### src/rtl/artdmx_pkg.sv
// ----------------------------------------------------------------------------
// ArtDmx parser package
// Constants, the packet ID table and the result item type shared by the
// ArtDmx packet parser.
// ----------------------------------------------------------------------------
package artdmx_pkg;

   // First byte of the DMX payload within the packet.
   localparam int DMX_START  = 18;
   // Shortest packet that carries an ID and an opcode.
   localparam int MIN_PACKET = 12;
   // Opcode of a DMX data packet.
   localparam logic [15:0] OPCODE_DMX = 16'h5000;

   // Depth of the result queue; it must hold the two items one byte can cause.
   localparam int RES_DEPTH = 4;
   localparam int RES_PTR_W = $clog2(RES_DEPTH);
   localparam int RES_CNT_W = $clog2(RES_DEPTH + 1);

   // Result item kinds.
   localparam logic KIND_PAYLOAD = 1'b0;
   localparam logic KIND_SUMMARY = 1'b1;

   typedef struct packed {
      logic        result_kind;
      logic [7:0]  payload_byte;
      logic [8:0]  payload_index;
      logic        accepted;
      logic [15:0] opcode;
      logic [15:0] universe;
      logic [7:0]  sequence_res;
      logic [9:0]  dmx_length;
      logic [31:0] sender_address;
      logic [9:0]  packet_size;
      logic        deliver_frame;
      logic        last_result;
   } result_type;

   // Expected packet ID: the text of the protocol name and a zero byte.
   function automatic logic [7:0] id_byte(input logic [2:0] pos);
      logic [7:0] value;
      case (pos)
         3'd0:    value = 8'h41;
         3'd1:    value = 8'h72;
         3'd2:    value = 8'h74;
         3'd3:    value = 8'h2D;
         3'd4:    value = 8'h4E;
         3'd5:    value = 8'h65;
         3'd6:    value = 8'h74;
         default: value = 8'h00;
      endcase
      return value;
   endfunction

endpackage

### src/rtl/artdmx_packet_parser_top.sv
// ----------------------------------------------------------------------------
// ArtDmx packet parser
// Parses a received datagram one byte per item, streams DMX payload bytes and
// gives a summary item at the end of each packet.
// ----------------------------------------------------------------------------
// Usage:
// The req channel carries one datagram byte per item, with a mark on the
// final byte and the sender address. Items are accepted when req_valid is
// high and req_stall is low. The rsp channel carries result items under the
// same valid/stall rule: a DMX payload item for every payload byte that lies
// within the clamped length while delivery is enabled, and one summary item
// on the final byte of every datagram. A byte causes at most two items.
// The csr channel writes the delivery enable; csr_ready is always high.
// The results of a byte enter the result queue when it is accepted and
// drive rsp from its head. The byte counter and field capture are
// combinational, so one byte is accepted every cycle while req_stall is low.
// Results pass through a four-entry queue; req_stall rises when fewer than
// two entries are free, so a stalled receiver holds off the sender after two
// or three bytes that cause results, and a final byte that itself gives a
// payload item gives two output items in all.
// Reset clears the packet state, the stored fields and the queue, and sets
// delivery enable to one.
// ----------------------------------------------------------------------------
module artdmx_packet_parser_top #(
   parameter int MAX_DMX    = 512,
   parameter int MAX_PACKET = 530
) (
   input  logic        clock,
   input  logic        reset,

   input  logic        req_valid,
   output logic        req_stall,
   input  logic [7:0]  req_data_byte,
   input  logic        req_last_byte,
   input  logic [31:0] req_sender_ip,

   output logic        rsp_valid,
   input  logic        rsp_stall,
   output logic        rsp_result_kind,
   output logic [7:0]  rsp_payload_byte,
   output logic [8:0]  rsp_payload_index,
   output logic        rsp_accepted,
   output logic [15:0] rsp_opcode,
   output logic [15:0] rsp_universe,
   output logic [7:0]  rsp_sequence_res,
   output logic [9:0]  rsp_dmx_length,
   output logic [31:0] rsp_sender_address,
   output logic [9:0]  rsp_packet_size,
   output logic        rsp_deliver_frame,
   output logic        rsp_last_result,

   input  logic        csr_valid,
   output logic        csr_ready,
   input  logic        csr_delivery_enable
);

   // The byte counter must hold MAX_PACKET itself, where it saturates.
   localparam int CNT_W  = $clog2(MAX_PACKET + 1);
   // Working width for comparisons between the counter and 16-bit fields.
   localparam int WIDE_W = CNT_W + 17;

   localparam logic [CNT_W-1:0]  CNT_MAX    = CNT_W'(MAX_PACKET);
   localparam logic [WIDE_W-1:0] W_START    = WIDE_W'(artdmx_pkg::DMX_START);
   localparam logic [WIDE_W-1:0] W_MIN      = WIDE_W'(artdmx_pkg::MIN_PACKET);
   localparam logic [WIDE_W-1:0] W_MAX_DMX  = WIDE_W'(MAX_DMX);

   // Per-packet state.
   logic [CNT_W-1:0] byte_count_ff, byte_count_in;
   logic             id_mismatch_ff, id_mismatch_in;
   logic [15:0]      work_opcode_ff, work_opcode_in;
   logic [7:0]       work_sequence_ff, work_sequence_in;
   logic [15:0]      work_universe_ff, work_universe_in;
   logic [15:0]      adv_length_ff, adv_length_in;

   // Fields of the last accepted packet.
   logic [15:0]      kept_opcode_ff, kept_opcode_in;
   logic [15:0]      kept_universe_ff, kept_universe_in;
   logic [9:0]       kept_length_ff, kept_length_in;
   logic [7:0]       kept_sequence_ff, kept_sequence_in;
   logic [31:0]      kept_sender_ff, kept_sender_in;
   logic [9:0]       kept_size_ff, kept_size_in;

   logic             enable_ff, enable_in;

   // Result queue.
   artdmx_pkg::result_type                   queue_ff [artdmx_pkg::RES_DEPTH];
   logic [artdmx_pkg::RES_PTR_W-1:0]         wr_ptr_ff, wr_ptr_in;
   logic [artdmx_pkg::RES_PTR_W-1:0]         rd_ptr_ff, rd_ptr_in;
   logic [artdmx_pkg::RES_CNT_W-1:0]         fill_ff, fill_in;

   // Parsing datapath.
   logic                req_accept, rsp_accept;
   logic                in_range;
   logic [WIDE_W-1:0]   pos_wide, idx_wide, n_wide, avail_wide, len_wide;
   logic [CNT_W-1:0]    count_upd;
   logic                mismatch_upd;
   logic [15:0]         opcode_upd, universe_upd, adv_upd;
   logic [7:0]          sequence_upd;
   logic                is_dmx, pkt_ok, deliver, emit_payload, emit_summary;
   artdmx_pkg::result_type payload_res, summary_res;
   logic [artdmx_pkg::RES_PTR_W-1:0] summary_ptr;
   logic [artdmx_pkg::RES_CNT_W-1:0] push_count;

   assign req_accept = req_valid && !req_stall;
   assign rsp_accept = rsp_valid && !rsp_stall;
   assign csr_ready  = 1'b1;

   // Keep room for the two results that any byte may cause.
   assign req_stall = fill_ff > artdmx_pkg::RES_CNT_W'(artdmx_pkg::RES_DEPTH - 2);
   assign rsp_valid = fill_ff != '0;

   // Field capture for this byte. Bytes past the buffer size change nothing
   // except that a last mark on them still ends the packet.
   always_comb begin
      in_range     = byte_count_ff < CNT_MAX;
      pos_wide     = WIDE_W'(byte_count_ff);
      idx_wide     = pos_wide - W_START;
      count_upd    = byte_count_ff;
      mismatch_upd = id_mismatch_ff;
      opcode_upd   = work_opcode_ff;
      sequence_upd = work_sequence_ff;
      universe_upd = work_universe_ff;
      adv_upd      = adv_length_ff;
      emit_payload = 1'b0;
      if (in_range) begin
         count_upd = byte_count_ff + CNT_W'(1);
         if (pos_wide < WIDE_W'(8)) begin
            if (req_data_byte != artdmx_pkg::id_byte(byte_count_ff[2:0])) begin
               mismatch_upd = 1'b1;
            end
         end else begin
            case (pos_wide)
               WIDE_W'(8):  opcode_upd[7:0]    = req_data_byte;
               WIDE_W'(9):  opcode_upd[15:8]   = req_data_byte;
               WIDE_W'(12): sequence_upd       = req_data_byte;
               WIDE_W'(14): universe_upd[7:0]  = req_data_byte;
               WIDE_W'(15): universe_upd[15:8] = req_data_byte;
               WIDE_W'(16): adv_upd[15:8]      = req_data_byte;
               WIDE_W'(17): adv_upd[7:0]       = req_data_byte;
               default: begin
                  // Payload byte: inside the advertised length and MAX_DMX.
                  emit_payload = pos_wide >= W_START && !id_mismatch_ff &&
                                 work_opcode_ff == artdmx_pkg::OPCODE_DMX &&
                                 idx_wide < WIDE_W'(adv_length_ff) &&
                                 idx_wide < W_MAX_DMX && enable_ff;
               end
            endcase
         end
      end
   end

   // End-of-packet check and length clamp, on the values after this byte.
   always_comb begin
      n_wide     = WIDE_W'(count_upd);
      is_dmx     = opcode_upd == artdmx_pkg::OPCODE_DMX;
      pkt_ok     = n_wide >= W_MIN && !mismatch_upd && !(is_dmx && n_wide < W_START);
      avail_wide = n_wide - W_START;
      len_wide   = WIDE_W'(adv_upd);
      if (len_wide > avail_wide) begin
         len_wide = avail_wide;
      end
      if (len_wide > W_MAX_DMX) begin
         len_wide = W_MAX_DMX;
      end
      deliver      = pkt_ok && is_dmx && len_wide != '0 && enable_ff;
      emit_summary = req_last_byte;
   end

   // Next values of the per-packet and stored state.
   always_comb begin
      byte_count_in    = byte_count_ff;
      id_mismatch_in   = id_mismatch_ff;
      work_opcode_in   = work_opcode_ff;
      work_sequence_in = work_sequence_ff;
      work_universe_in = work_universe_ff;
      adv_length_in    = adv_length_ff;
      kept_opcode_in   = kept_opcode_ff;
      kept_universe_in = kept_universe_ff;
      kept_length_in   = kept_length_ff;
      kept_sequence_in = kept_sequence_ff;
      kept_sender_in   = kept_sender_ff;
      kept_size_in     = kept_size_ff;
      if (req_accept) begin
         if (req_last_byte) begin
            byte_count_in    = '0;
            id_mismatch_in   = 1'b0;
            work_opcode_in   = '0;
            work_sequence_in = '0;
            work_universe_in = '0;
            adv_length_in    = '0;
            if (pkt_ok) begin
               kept_opcode_in = opcode_upd;
               kept_size_in   = 10'(count_upd);
               kept_sender_in = req_sender_ip;
               // A non-DMX packet leaves the DMX fields of an earlier one.
               if (is_dmx) begin
                  kept_sequence_in = sequence_upd;
                  kept_universe_in = universe_upd;
                  kept_length_in   = 10'(len_wide);
               end
            end
         end else begin
            byte_count_in    = count_upd;
            id_mismatch_in   = mismatch_upd;
            work_opcode_in   = opcode_upd;
            work_sequence_in = sequence_upd;
            work_universe_in = universe_upd;
            adv_length_in    = adv_upd;
         end
      end
      enable_in = enable_ff;
      if (csr_valid && csr_ready) begin
         enable_in = csr_delivery_enable;
      end
   end

   // Result items. The summary reports the stored fields after this update.
   always_comb begin
      payload_res               = '0;
      payload_res.result_kind   = artdmx_pkg::KIND_PAYLOAD;
      payload_res.payload_byte  = req_data_byte;
      payload_res.payload_index = 9'(idx_wide);
      payload_res.last_result   = !req_last_byte;

      summary_res                = '0;
      summary_res.result_kind    = artdmx_pkg::KIND_SUMMARY;
      summary_res.accepted       = pkt_ok;
      summary_res.opcode         = pkt_ok ? opcode_upd : 16'h0000;
      summary_res.universe       = kept_universe_in;
      summary_res.sequence_res   = kept_sequence_in;
      summary_res.dmx_length     = kept_length_in;
      summary_res.sender_address = kept_sender_in;
      summary_res.packet_size    = kept_size_in;
      summary_res.deliver_frame  = deliver;
      summary_res.last_result    = 1'b1;
   end

   // Queue pointer and fill bookkeeping.
   always_comb begin
      push_count = '0;
      if (req_accept) begin
         push_count = artdmx_pkg::RES_CNT_W'(emit_payload) +
                      artdmx_pkg::RES_CNT_W'(emit_summary);
      end
      summary_ptr = wr_ptr_ff + artdmx_pkg::RES_PTR_W'(emit_payload);
      wr_ptr_in   = wr_ptr_ff + artdmx_pkg::RES_PTR_W'(push_count);
      rd_ptr_in   = rd_ptr_ff + artdmx_pkg::RES_PTR_W'(rsp_accept);
      fill_in     = fill_ff + push_count - artdmx_pkg::RES_CNT_W'(rsp_accept);
   end

   always_ff @(posedge clock) begin
      if (reset) begin
         byte_count_ff    <= '0;
         id_mismatch_ff   <= 1'b0;
         work_opcode_ff   <= '0;
         work_sequence_ff <= '0;
         work_universe_ff <= '0;
         adv_length_ff    <= '0;
         kept_opcode_ff   <= '0;
         kept_universe_ff <= '0;
         kept_length_ff   <= '0;
         kept_sequence_ff <= '0;
         kept_sender_ff   <= '0;
         kept_size_ff     <= '0;
         enable_ff        <= 1'b1;
         wr_ptr_ff        <= '0;
         rd_ptr_ff        <= '0;
         fill_ff          <= '0;
      end else begin
         byte_count_ff    <= byte_count_in;
         id_mismatch_ff   <= id_mismatch_in;
         work_opcode_ff   <= work_opcode_in;
         work_sequence_ff <= work_sequence_in;
         work_universe_ff <= work_universe_in;
         adv_length_ff    <= adv_length_in;
         kept_opcode_ff   <= kept_opcode_in;
         kept_universe_ff <= kept_universe_in;
         kept_length_ff   <= kept_length_in;
         kept_sequence_ff <= kept_sequence_in;
         kept_sender_ff   <= kept_sender_in;
         kept_size_ff     <= kept_size_in;
         enable_ff        <= enable_in;
         wr_ptr_ff        <= wr_ptr_in;
         rd_ptr_ff        <= rd_ptr_in;
         fill_ff          <= fill_in;
      end
   end

   // Queue storage holds payload and summary items only and needs no reset.
   always_ff @(posedge clock) begin
      if (req_accept) begin
         if (emit_payload) begin
            queue_ff[wr_ptr_ff] <= payload_res;
         end
         if (emit_summary) begin
            queue_ff[summary_ptr] <= summary_res;
         end
      end
   end

   // The item at the head of the queue drives the result channel.
   always_comb begin
      rsp_result_kind    = queue_ff[rd_ptr_ff].result_kind;
      rsp_payload_byte   = queue_ff[rd_ptr_ff].payload_byte;
      rsp_payload_index  = queue_ff[rd_ptr_ff].payload_index;
      rsp_accepted       = queue_ff[rd_ptr_ff].accepted;
      rsp_opcode         = queue_ff[rd_ptr_ff].opcode;
      rsp_universe       = queue_ff[rd_ptr_ff].universe;
      rsp_sequence_res   = queue_ff[rd_ptr_ff].sequence_res;
      rsp_dmx_length     = queue_ff[rd_ptr_ff].dmx_length;
      rsp_sender_address = queue_ff[rd_ptr_ff].sender_address;
      rsp_packet_size    = queue_ff[rd_ptr_ff].packet_size;
      rsp_deliver_frame  = queue_ff[rd_ptr_ff].deliver_frame;
      rsp_last_result    = queue_ff[rd_ptr_ff].last_result;
   end

   // The queue never holds more items than it has entries.
   assert property (@(posedge clock) disable iff (reset)
      fill_ff <= artdmx_pkg::RES_CNT_W'(artdmx_pkg::RES_DEPTH))
      else $error("result queue overflow");

   // The byte counter saturates at the buffer size.
   assert property (@(posedge clock) disable iff (reset)
      byte_count_ff <= CNT_MAX)
      else $error("byte counter beyond buffer size");

   // The final byte of a datagram always starts the next packet from zero.
   assert property (@(posedge clock) disable iff (reset)
      req_accept && req_last_byte |=> byte_count_ff == '0 && !id_mismatch_ff)
      else $error("packet state not cleared after final byte");

   // Every accepted byte that ends a datagram adds a summary to the queue.
   assert property (@(posedge clock) disable iff (reset)
      req_accept && req_last_byte && !rsp_accept |=> fill_ff != '0)
      else $error("summary item missing");

endmodule
### config.mk
export PLATFORM = sky130hd
export DESIGN_NAME = artdmx_packet_parser_top
export DESIGN_NICKNAME = d
export VERILOG_FILES = /design/src/rtl/artdmx_pkg.sv /design/src/rtl/artdmx_packet_parser_top.sv
export SDC_FILE = /design/constraint.sdc
export NUM_CORES = 1
export LEC_CHECK = 0
export ABC_AREA = 1
export BUFFER_PORTS_ARGS = -buffer_cell sky130_fd_sc_hd__buf_2
export CAP_MARGIN = 20
export CORE_UTILIZATION = 55
export DETAILED_ROUTE_END_ITERATION = 10
export GPL_ROUTABILITY_DRIVEN = 1
export PLACE_DENSITY = 0.76
export SLEW_MARGIN = 25
export SYNTH_ARGS = -nofsm -noshare
export SYNTH_HDL_FRONTEND = slang
export SYNTH_SLANG_ARGS = --single-unit
### constraint.sdc
create_clock -name clock -period 5.85 [get_ports clock]
set_input_delay 0.8775 -clock clock [delete_from_list [all_inputs] [get_ports clock]]
set_output_delay 0.8775 -clock clock [all_outputs]
set_load 0.01 [all_outputs]
==> out/results.ini, run 1 <==
[power]
p_total_mw = 10.79
switching_share = 0.3044
sequentialPowerShare = 0.441
p_sw_mw = 3.284
ir_drop_mv = 0.2807
power_density_nw_per_um2 = 347.4
p_comb_frac = 0.200
p_clk_frac = 0.359
leakage_nw = 11.08
intPower_mw = 7.504

[finish]
areaGrowthSynthToFinish_pct = 12.83
instances_no_fill = 3852
final_common_cell = nor2_1
drive_above_1_share = 0.1403
final_cell_mix = 816 x nor2_1, 376 x edfxtp_1, 320 x o21ai_0
layout.nets = 3230

[global_routing]
grt_usage = 0.3047
grt_max_degree = 156
grt_pass1_wl_um = 120600
antenna_found_initial = 1
grt_pass1_vias = 21920
overflow = 0

[sta]
clock_skew_ps = 29.45
fmax_ghz = 0.1816
grt_setup_unrepaired = false
fin_ws_ps = 343.1
fin_crit_ps = 5507
holdWs_ps = 443.6
slew_headroom = 0.3343
tightest_slew_ps = 997.1
drv_slew = 0
finalHoldViolCount = 0
setup_viol = 0
period_share = 0.9413
tns_ps = 0

[worst_setup_path]
cp.arrival_ps = 5990
endpoint_kind = flip-flop
crit_type = flip-flop to flip-flop
cp_slowest_cell = xor2_1
crit_required_ps = 6330
regToRegSetupSlack_ps = 340
start_kind = flip-flop
crit_path_max_incr_delay_ps = 630
crit_fanout = 96

[route]
wl_per_cell_um = 19.97
drc = 0
top_layer = met4
initialDrtViolationCount = 2069
drt-met1-wl_um = 31160
wl_met3_um = 6504
vias_per_cell = 5.835
wl_um = 76920
vias = 22480
dr.pass1.iters = 8
dr_wl_met2_um = 36980
ant_nets = 0

[clocking]
numCtsBuffers = 59
cts_resized = 0
cts-root-buf = clkbuf_16
cts-hold-fix-buffers = 0
h-tree-depth = 2
clkTransAtPathRegs_ps = 60
cts_tree = yes
clk_latency_ps = 650
cts_buffer_depth = 3
cts.sinks = 603
post-cts-setup-buffer-count = 0

[floorplanning]
die_w_um = 225.7
die_area_um2 = 50950
coreArea_um2 = 49150
start_util = 0.5600
fp.dieH_um = 225.7
io_pins = 163
rows = 81

[synth]
netlist_top_cells_area = edfxtp_1 41%, dfxtp_1 17%, nor2_1 11%
synthesis.nets = 3144
synth_compound_area_frac = 0.1472
avgSynthCellArea_um2 = 9.028
synth-main-ff-cell = edfxtp_1
synthArstFlopShare = 0
synth-edff-count = 376
synth-seq-cells = 603
yosysSeqAreaShare = 0.5753
synth_top_family_by_area = simple AND/OR/NAND/NOR gates
synth_mux_area_frac = 0
synth_cell_types = 57
synth_xor_area_frac = 0.004773
netlist_area_um2 = 27530
yosys_warnings = 0
synthAdderAreaFrac = 0.02209
post-synth-top-area-cell = edfxtp_1
synthSimpleGateAreaFrac = 0.1974
syn_inst = 3049
yosys.area.top_type_share = 0.4102

[run]
maxCapViolations = 0

[placed_design]
pre_cts_slack_ps = 435.4
dpl.hpwl_um = 47180
dpl.cell_count = 3738
numPortBuffers = 161
place_congestion = 0.9151

[outcome]
outcome = complete, no violations

[min_path]
hold_class = flip-flop to flip-flop

==> sequential cells by signal, indices dropped and copies added (netlist names), 3 cells and up <==
name,flops
adv_length_ff,16
work_sequence_ff,8
kept_universe_ff,16
byte_count_ff,10
kept_sender_ff,32
work_opcode_ff,16
kept_length_ff,10
kept_size_ff,10
fill_ff,3
work_universe_ff,16
queue_ff,452
kept_sequence_ff,8
==> final timing paths <==
kind,from,endpoint,cells past startpoint
max,byte_count_ff[3],queue_ff[0][93],26
min,queue_ff[1][112],queue_ff[1][112],2
max reg2reg,byte_count_ff[3],queue_ff[0][93],26
min reg2reg,queue_ff[1][112],queue_ff[1][112],2
==> cell type report <==
class                      count  area (um^2)
antenna                        2        5.005
clock buffer                  85         1704
clock inverter                27        290.3
fill                        3998        18090
inverter                     171        661.9
multi-input combinational   2085        10280
sequential                   603        15840
tap                          664        830.8
timing repair buffer         215         1439
==> synth_stat cells, types with 3 or more instances <==
library cell and instances:
a21oi_1 211, nand3b_1 3, nor3_1 9, or2_1 14, a21oi_2 11, buf_2 12
nand2_2 16, or2_0 18, ha_1 47, edfxtp_1 376, o21ai_2 32, dfxtp_1 227
nor2_1 818, clkinv_1 11, inv_2 11, o22ai_1 125, xnor2_1 3, nand4_1 16
nand2_4 18, buf_6 6, nand3_1 43, o21ai_1 23, clkbuf_1 162, nand2_1 287
nor2_2 12, nor3_2 4, o211ai_1 3, buf_4 7, o21a_1 4, nor2_4 4
xor2_1 12, o21ai_0 321, nor4_1 9, inv_1 145
==> critical path: cells and delay by family (launching register included) <==
family,cells,cell delay [ps]
and+or+nand+nor,10,1650
buffers and inverters,8,1200
adders and majority gates,2,530
DFF,1,310
AOI/OAI and AO/OA,5,1020
xor gates and xnor gates,1,630
==> power by group through the flow <==
stage / clock (mW) / combinational, mW / sequential, mW
5_1_grt: 4.07 / 2.34 / 4.77
3_3_place_gp: 0 / 2.11 / 4.84
3_5_place_dp: 0 / 2.14 / 4.84
6_report: 3.87 / 2.16 / 4.76
4_1_cts: 3.91 / 2.16 / 4.75
2_1_floorplan: 0 / 1.31 / 4.75
==> per-layer routing <==
layer | track usage | up-vias
met2 | 0.5045 | 1019
met5 | 0 | -
met1 | 0.4055 | 10810
met3 | 0.04515 | 160
met4 | 0.1135 | 0
li1 | - | 10490
==> cells by family (layout without fill, tap and decap cells) <==
family | Yosys count | in the layout
other | 1 | 3
AND/OR/NAND/NOR | 1285 | 1285
adder cells (fa/ha/maj) | 48 | 48
XOR/XNOR | 15 | 15
AO/OA/AOI/OAI | 736 | 736
buffers and inverters | 361 | 498
flip-flops | 603 | 603
==> stage by stage <==
stage	util	instance area, um^2
CTS	0.6316	31040
floorplan	-	27540
finish	0.6319	31060
global placement	0.5910	29050
detailed placement	0.5910	29050
global route	0.6318	31050
Note: power is estimated with default switching activity, not from simulation.
==> inputs of run 2 (changes only) <==
--- a/config.mk
+++ b/config.mk
@@ -8,6 +8,7 @@
 export ABC_AREA = 1
 export BUFFER_PORTS_ARGS = -buffer_cell sky130_fd_sc_hd__buf_2
 export CAP_MARGIN = 20
+export CORE_MARGIN = 3
 export CORE_UTILIZATION = 55
 export DETAILED_ROUTE_END_ITERATION = 10
 export GPL_ROUTABILITY_DRIVEN = 1
==> out/results.ini, run 2 (synthesized netlist as in run 1, its figures left out) <==
[clocking]
clk_latency_ps = 640  ; about the same
numCtsBuffers = 59  ; unchanged
cts_buffer_depth = 3  ; unchanged
cts.sinks = 603  ; unchanged
cts_tree = yes
clkTransAtPathRegs_ps = 70  ; about the same
post-cts-setup-buffer-count = 0  ; unchanged
cts-root-buf = clkbuf_16
h-tree-depth = 2  ; unchanged

[sta]
grt_setup_unrepaired = false
holdWs_ps = 449.4  ; +5.806 ps
finalHoldViolCount = 0  ; unchanged
clock_skew_ps = 33.84  ; +4.392 ps
fmax_ghz = 0.1852  ; +2.0%
tns_ps = 0  ; unchanged
period_share = 0.9229  ; -0.01841
tightest_slew_ps = 1082  ; +84.93 ps
fin_crit_ps = 5399  ; -107.7 ps
setup_viol = 0  ; unchanged
slew_headroom = 0.2786  ; -0.05565
drv_slew = 0  ; unchanged

[global_routing]
grt_usage = 0.2920  ; -0.01269
grt_max_degree = 146  ; -6.4%
overflow = 0  ; unchanged
grt_pass1_wl_um = 122100  ; +1.2%
grt_pass1_vias = 21900  ; -0.12%
antenna_found_initial = 2  ; +1

[finish]
final_common_cell = nor2_1
top_regs = queue_ff: 452 flops, kept_sender_ff: 32 flops
drive_above_1_share = 0.1395  ; -0.0008029
top_register = queue_ff
largest_reg_flops = 452  ; unchanged
final_cell_mix = 816 x nor2_1, 376 x edfxtp_1, 321 x o21ai_0
areaGrowthSynthToFinish_pct = 12.52
instances_no_fill = 3855  ; +0.078%
fin_area_um2 = 30970  ; -0.27%
layout.nets = 3234  ; +0.12%

[worst_setup_path]
start_kind = flip-flop
cp.arrival_ps = 5870  ; -120 ps
cp_slowest_cell = xor2_1
crit_fanout = 72  ; -25%
cp_common_cell = nand2_1
crit_path_max_incr_delay_ps = 500  ; -130 ps
crit_required_ps = 6320  ; about the same
crit_family = simple AND/OR/NAND/NOR gates
crit_buf_inv = 8  ; unchanged
endpoint_kind = flip-flop
crit_type = flip-flop to flip-flop

[power]
p_total_mw = 10.71  ; -0.70%
leakage_nw = 11.05  ; -0.27%
ir_drop_mv = 0.2593  ; -7.6%
power_density_nw_per_um2 = 345.9  ; -0.43%

[run]
maxCapViolations = 0  ; unchanged

[route]
wl_um = 78590  ; +2.2%
vias = 22690  ; +0.96%
dr.pass1.iters = 6  ; -2
drc = 0  ; unchanged
initialDrtViolationCount = 2248  ; +8.7%
ant_nets = 0  ; unchanged
wl_per_cell_um = 20.39  ; +2.1%
vias_per_cell = 5.886  ; +0.88%

[floorplanning]
coreArea_um2 = 49150  ; unchanged
die_area_um2 = 52770  ; +3.6%
rows = 81  ; unchanged
io_pins = 163  ; unchanged
fp.dieH_um = 229.7  ; +1.8%
start_util = 0.5600  ; unchanged
die_w_um = 229.7  ; +1.8%

[min_path]
hold_class = flip-flop to flip-flop

[placed_design]
dpl.hpwl_um = 49070  ; +4.0%
dpl.cell_count = 3742  ; +0.11%
place_area_um2 = 29030  ; about the same
place_congestion = 0.9355  ; +2.2%
numPortBuffers = 161  ; unchanged

[outcome]
outcome = complete, no violations

-- run 2: cell types whose count changed in the layout (fill, tap and decap cells not counted), moves of 2 or more --
| cell | before | now |
|---|---|---|
| clkbuf_1 | 13 | 15 |
| clkinv_1 | 12 | 16 |
| clkbuf_8 | 13 | 6 |
| clkinv_2 | 14 | 18 |
| buf_12 | 18 | 14 |
| inv_6 | 3 | 0 |
| buf_4 | 37 | 45 |
-- run 2: final timing paths --
path	from	slack (ps)	endpoint	depth (start not counted)
max	byte_count_ff[2]	450	queue_ff[0][87]	26
min	queue_ff[2][112]	450	queue_ff[2][112]	2
max reg2reg	byte_count_ff[2]	450	queue_ff[0][87]	26
min reg2reg	queue_ff[2][112]	450	queue_ff[2][112]	2
-- run 2: stage by stage --
step                  util  setup slack [ps]
global route        0.6301             15.89
detailed placement  0.5906             557.5
floorplan                -             340.7
global placement    0.5906             753.2
CTS                 0.6300             501.0
finish              0.6301             450.8
-- run 2: timing repair --
action	CTS	global route
gates resized for setup	0	1
endpoints found under the setup margin	0	18
hold buffers	0	0
-- run 2: power by group --
part / switching (mW) / internal [mW]
Clock: 1.64 / 2.14
Sequential: 0.142 / 4.62
Combinational: 1.50 / 0.662
Total: 3.28 / 7.43
-- run 2: final cells by class --
| type | instances | area, um^2 |
|---|---|---|
| clock inverter | 31 | 294.0 |
| antenna | 1 | 2.502 |
| fill | 3985 | 18180 |
| clock buffer | 81 | 1640 |
| multi-input combinational | 2085 | 10280 |
| tap | 664 | 830.8 |
| timing repair buffer | 219 | 1419 |
| sequential | 603 | 15840 |
| inverter | 171 | 665.6 |
-- run 2: worst register-to-register path, delay by kind of cell, from the launching register on --
family	cells	cell delay, ps
AO/OA/AOI/OAI	5	1010
buffers and inverters	8	1160
XOR/XNOR	1	500
adder cells (fa/ha/maj)	2	500
AND/OR/NAND/NOR	10	1610
flip-flops	1	440
-- run 2: layer usage --
| metal | global-route usage | share of wire |
|---|---|---|
| met1 | 0.3918 | 0.40 |
| met2 | 0.4896 | 0.49 |
| met3 | 0.03989 | 0.081 |
| met4 | 0.1042 | 0.032 |
| met5 | 0 | 0 |
